### src/design/spk_ram.sv
// Generic single-write, single-read RAM with registered read data.
// No dependencies.
module spk_ram #(
  parameter int WIDTH = 64,
  parameter int DEPTH = 34
) (
  input  logic                     clk,
  input  logic                     we,
  input  logic [$clog2(DEPTH)-1:0] waddr,
  input  logic [WIDTH-1:0]         wdata,
  input  logic                     re,
  input  logic [$clog2(DEPTH)-1:0] raddr,
  output logic [WIDTH-1:0]         rdata
);

  logic [WIDTH-1:0] mem [DEPTH];

  always_ff @(posedge clk) begin
    if (we) begin
      mem[waddr] <= wdata;
    end
    if (re) begin
      rdata <= mem[raddr];
    end
  end

endmodule

### config.mk
export PLATFORM = sky130hd
export DESIGN_NAME = spk_ram
export DESIGN_NICKNAME = d
export VERILOG_FILES = /design/src/design/spk_ram.sv
export SDC_FILE = /design/constraint.sdc
export NUM_CORES = 2
export LEC_CHECK = 0
export BUFFER_PORTS_ARGS = -buffer_cell sky130_fd_sc_hd__buf_2
export CAP_MARGIN = 10
export CORE_UTILIZATION = 55
export DETAILED_ROUTE_END_ITERATION = 16
export PLACE_DENSITY = 0.71
export REMOVE_ABC_BUFFERS = 1
export SYNTH_ARGS = -nofsm -noshare
export SYNTH_HDL_FRONTEND = slang
export SYNTH_SLANG_ARGS = --single-unit
### constraint.sdc
create_clock -name clk -period 6.4 [get_ports clk]
set_clock_uncertainty 0.2 [all_clocks]
set_input_delay 0.96 -clock clk [delete_from_list [all_inputs] [get_ports clk]]
set_output_delay 0.96 -clock clk [all_outputs]
set_load 0.03 [all_outputs]
Yosys cells after proc, flatten, opt, wreduce, memory -nomap -nowiden. Memory sizes are Yosys's and may differ from the RTL's. A register that Yosys moved wholly into a read port is not among the register bits. Index checks and enable logic that the tools add are counted.

Muxes and demuxes: 2.

Operators by type and width (count): 1-bit 2-to-1 mux (2).

Register bits: 0. RAM bits: 2176. Input bits: 79. Output and inout bits: 64. Word-level logic and storage cells: 3. Memories: 1.

Memories: mem (words 34, width 64, read ports 1, clocked after memory_dff 1, write ports 1, line 16) `logic [WIDTH-1:0] mem [DEPTH];`.

Depth between registers and ports, before layout.
Depth in word-level cells: 2. Mapped depth: 8. Mapped depth without buffers: 4.

Least setup slack after synthesis. Ideal clock, no wire load.

Path kind: in2reg. Start: input waddr[1]. End: memory mem[25][0], enable pin. Setup time: 487 ps. Arrival time: 4189 ps. Data required time: 5713 ps. Path slack: 1524 ps. Cell stages on the path: 2. Buffers on the path: 0. Cells stage by stage: or3b_2 > nor2_1.

RTL lines: start, declared (line 9) `input logic [$clog2(DEPTH)-1:0] waddr,`; end, declared (line 16).

No word-level cell before the write port.

Worst setup path in the final report.
Start: input waddr[3]. End: memory mem[25][23], enable pin.

No word-level cell before the write port.

==> out/results.txt <==
The final net count was 3855; the distinct cell type count of the synthesized netlist was 25. Sorting the synthesized cells by area gives the leading types as sky130_fd_sc_hd__edfxtp_1, sky130_fd_sc_hd__mux4_2, sky130_fd_sc_hd__mux2i_1, sky130_fd_sc_hd__a22oi_1, sky130_fd_sc_hd__mux2_2. The synthesized design contains 2240 enable-type register cells. The number of slew-limit violations in the final report is 0, and the sum of routed wire length over all layers is 198 mm. Walking the worst path, the cells encountered are buf_2 > nor2b_1 > nand3_1 > nor2_4 > buf_4. Setup repair after global routing left no endpoint under its margin. The tool flagged a number of max-cap violations equal to 0.

The flow ran to the end, and the final reports show no timing, DRC or antenna violations. In the synthesized netlist, the number of instances is 3501. For the clock latency of the later-clocked register in the worst-skew pair, the log shows 0.85 ns.

The setup TNS came out at 0 ns. In the post-synthesis netlist, the cell with the most instances is sky130_fd_sc_hd__edfxtp_1. The pre-antenna-repair detailed-routing pass consisted of 5 iterations. The number of buffers created by CTS was 213. The class of the most critical setup path is input port to register. After clock tree synthesis, the clock-pin slew on the worst setup and hold paths is 0.06 ns. For this run, the slowest stage of the critical path takes 1.02 ns. In this run, synthesis produced a sequential element count of 2240. The tools report the first-iteration detailed-routing DRC count as 4602.

143 I/O pins were placed. Counting the fill cells in the layout gives 9952. The run gives 3 as the maximum buffer depth of the clock tree. The placement-stage worst setup slack came out at 2.35 ns. The cell area power density is 313 mW/mm^2, and the required time at the worst-slack endpoint is 6.67 ns. The worst setup path is launched from an input port. The proportion of netlist area held by the largest area contributor is 79.6%, and the horizontal extent of the die is 394 um. The floorplan has 143 rows.

STA classifies the critical path endpoint as a register. The tools report the HPWL reported at the end of detailed placement as 99.4 mm. The worst-case IR drop observed on VDD is 0.278 mV. The commonest cells after synthesis are sky130_fd_sc_hd__edfxtp_1, sky130_fd_sc_hd__mux4_2, sky130_fd_sc_hd__mux2i_1. For this run, design rule violations remaining after detail routing come to 0.

The worst pin sits at a relative slew slack of 22.0%. The average routed wire per standard cell is 33.0 um. The number of global-route vias before repair was 40100. The logs give 0.0845 sq mm for the post-synthesis instance area and 0.155 sq mm for the overall die area. Class of the worst hold path: input port to register. Clock period minus final worst setup slack: 3.20 ns. The pin slew with the least headroom to its limit is 1.17 ns, and the count of warnings emitted by yosys is 0. The maximum number of pins on one net before global-route repair is 74, and the async set-or-reset flop fraction in the synthesized netlist is 0%. The number of clock sinks seen by CTS is 2240, and the largest driver fanout on the critical path is 21. The detail route stage leaves a number of antenna-violating nets equal to 0.

After synthesis, the mean cell area works out to 24.1 sq um. The total grt overflow is 0, and the starting density of the core is 55.5%. For this run, the leading register cell type out of synthesis is sky130_fd_sc_hd__edfxtp_1. Final hold analysis gives a worst-case slack of 0.407 ns. The multi-input combinational cells in the finished layout cover a total of 0.0166 sq mm. Routability-driven placement finished with a final weighted congestion of 0.743.

TritonCTS built the clock tree. The leakage power of the design was 0.0299 uW. In the final layout, flip-flops and latches occupy 0.0673 sq mm. The first global-routing pass estimated 284 mm of wire.

The number of endpoints failing setup at the final stage came out at 0. The slowest cell on the critical path was sky130_fd_sc_hd__nor2_4. The final cycle utilization of the critical path works out to 50.0%.

The logs give 39100 for the number of vias in the routed layout and 3.47 ns for the arrival time of the worst setup path. Relative to the synthesized area, the layout overhead comes to 12.5%. The post-synthesis sequential area ratio is 79.6%, and the total of cells resized after clock tree synthesis is 0. The combined buffer and inverter count along the critical path works out to 2. The logs give 0 for the number of hold-slack violations in the final timing report and 0 for the post-CTS setup buffer count.

The run gives 25.8% as the overall global routing resource usage. The H-tree was split into 4 levels. The root buffer cell chosen for the clock tree is sky130_fd_sc_hd__clkbuf_16. Derived from the worst setup path, the maximum achievable clock frequency is 0.313 GHz. Port buffering added 142 buffers. For this design, the CTS-stage hold fixing added 0 buffers. In the routed layout, each cell is associated on average with a via count of 6.53. The initial antenna violation count was 16. Cells with a size suffix above 1 make up 29.0% of the layout. The cell family contributing the most delay on the critical path was simple AND/OR/NAND/NOR gates. The library cell occupying the most area in the post-synthesis netlist was sky130_fd_sc_hd__edfxtp_1. After floorplanning, the core was sized to cover 0.152 sq mm. The height of the chip works out to 394 um. The final critical-path setup slack came out at 3.20 ns.
==> worst reg2reg max path, delay by kind of cell, from the launching register on <==
kind	cells	cell delay, ns
DFF	1	0.44
muxes	2	0.96
AOI/OAI and AO/OA	2	0.29
==> metrics by stage <==
| stage | cell area (sq um) | std cells | utilization, % | power (uW) |
|---|---|---|---|---|
| after floorplan | 83600 | 3312 | - | 17300 |
| after detailed placement | 88400 | 5591 | 58.1 | 18000 |
| after CTS | 95100 | 5978 | 62.4 | 29900 |
| after global placement | 88400 | 5591 | 58.1 | 18000 |
| final | 95100 | 5986 | 62.5 | 29800 |
| after global routing | 95100 | 5980 | 62.4 | 30600 |
==> where the power goes <==
group / switching, uW / total [uW] / internal (uW)
clock network: 5330 / 12100 / 6760
registers: 46.7 / 16300 / 16300
logic: 833 / 1360 / 523
==> flip-flops by register name (all words and copies together), names as in the netlist <==
signal  count
mem      2176
rdata      64
==> logic make-up after synthesis <==
family	Yosys count	synth area share, %
multiplexers	750	16.7
AO/OA/AOI/OAI	250	2.24
AND/OR/NAND/NOR	72	0.375
buffers and inverters	189	1.09
flip-flops	2240	79.6
==> path summary, 6_finish.rpt <==
check	start	endpoint	slack [ns]	depth (start not counted)
min	wdata[18]	mem[3][18]	0.41	1
max reg2reg	mem[9][45]	rdata[45]	4.20	4
min reg2reg	mem[32][46]	rdata[46]	0.45	2
max	waddr[3]	mem[25][23]	3.20	5
==> cell usage in the layout (no fill, tap or decap), types with 3 or more instances in the layout <==
| cell | count |
|---|---|
| sky130_fd_sc_hd__inv_6 | 5 |
| sky130_fd_sc_hd__clkbuf_1 | 66 |
| sky130_fd_sc_hd__a221o_1 | 55 |
| sky130_fd_sc_hd__nand3b_1 | 4 |
| sky130_fd_sc_hd__nand3_1 | 3 |
| sky130_fd_sc_hd__nor2_1 | 5 |
| sky130_fd_sc_hd__clkinv_1 | 51 |
| sky130_fd_sc_hd__nor2_4 | 36 |
| sky130_fd_sc_hd__diode_2 | 8 |
| sky130_fd_sc_hd__buf_12 | 35 |
| sky130_fd_sc_hd__a221oi_1 | 6 |
| sky130_fd_sc_hd__buf_4 | 74 |
| sky130_fd_sc_hd__inv_16 | 3 |
| sky130_fd_sc_hd__buf_8 | 3 |
| sky130_fd_sc_hd__o21ai_1 | 3 |
| sky130_fd_sc_hd__mux2_2 | 64 |
| sky130_fd_sc_hd__buf_2 | 136 |
| sky130_fd_sc_hd__nand2_1 | 15 |
| sky130_fd_sc_hd__a21oi_1 | 55 |
| sky130_fd_sc_hd__clkbuf_16 | 215 |
| sky130_fd_sc_hd__o211ai_1 | 6 |
| sky130_fd_sc_hd__a22o_1 | 12 |
| sky130_fd_sc_hd__a22oi_1 | 113 |
| sky130_fd_sc_hd__mux4_2 | 521 |
| sky130_fd_sc_hd__edfxtp_1 | 2240 |
| sky130_fd_sc_hd__bufinv_16 | 14 |
| sky130_fd_sc_hd__clkinv_2 | 24 |
| sky130_fd_sc_hd__clkinv_16 | 6 |
| sky130_fd_sc_hd__mux2i_1 | 165 |
==> per-layer routing <==
layer | part of all wire [%] | track usage (%) | vias to the layer above
met2 | 50 | 42.2 | 2062
li1 | - | - | 15700
met4 | 2.5 | 7.23 | 6
met5 | 0.018 | 0 | -
met1 | 38 | 36.0 | 21000
met3 | 9.6 | 4.92 | 304
==> area by class of cell <==
type | count | area share, %
antenna | 8 | 0.0211
clock buffer | 281 | 5.92
clock inverter | 106 | 1.10
multi-input combinational | 1072 | 17.5
sequential | 2240 | 70.7
tap | 2030 | 2.67
timing repair buffer | 249 | 2.10
Power figures use the tool's default switching activity.
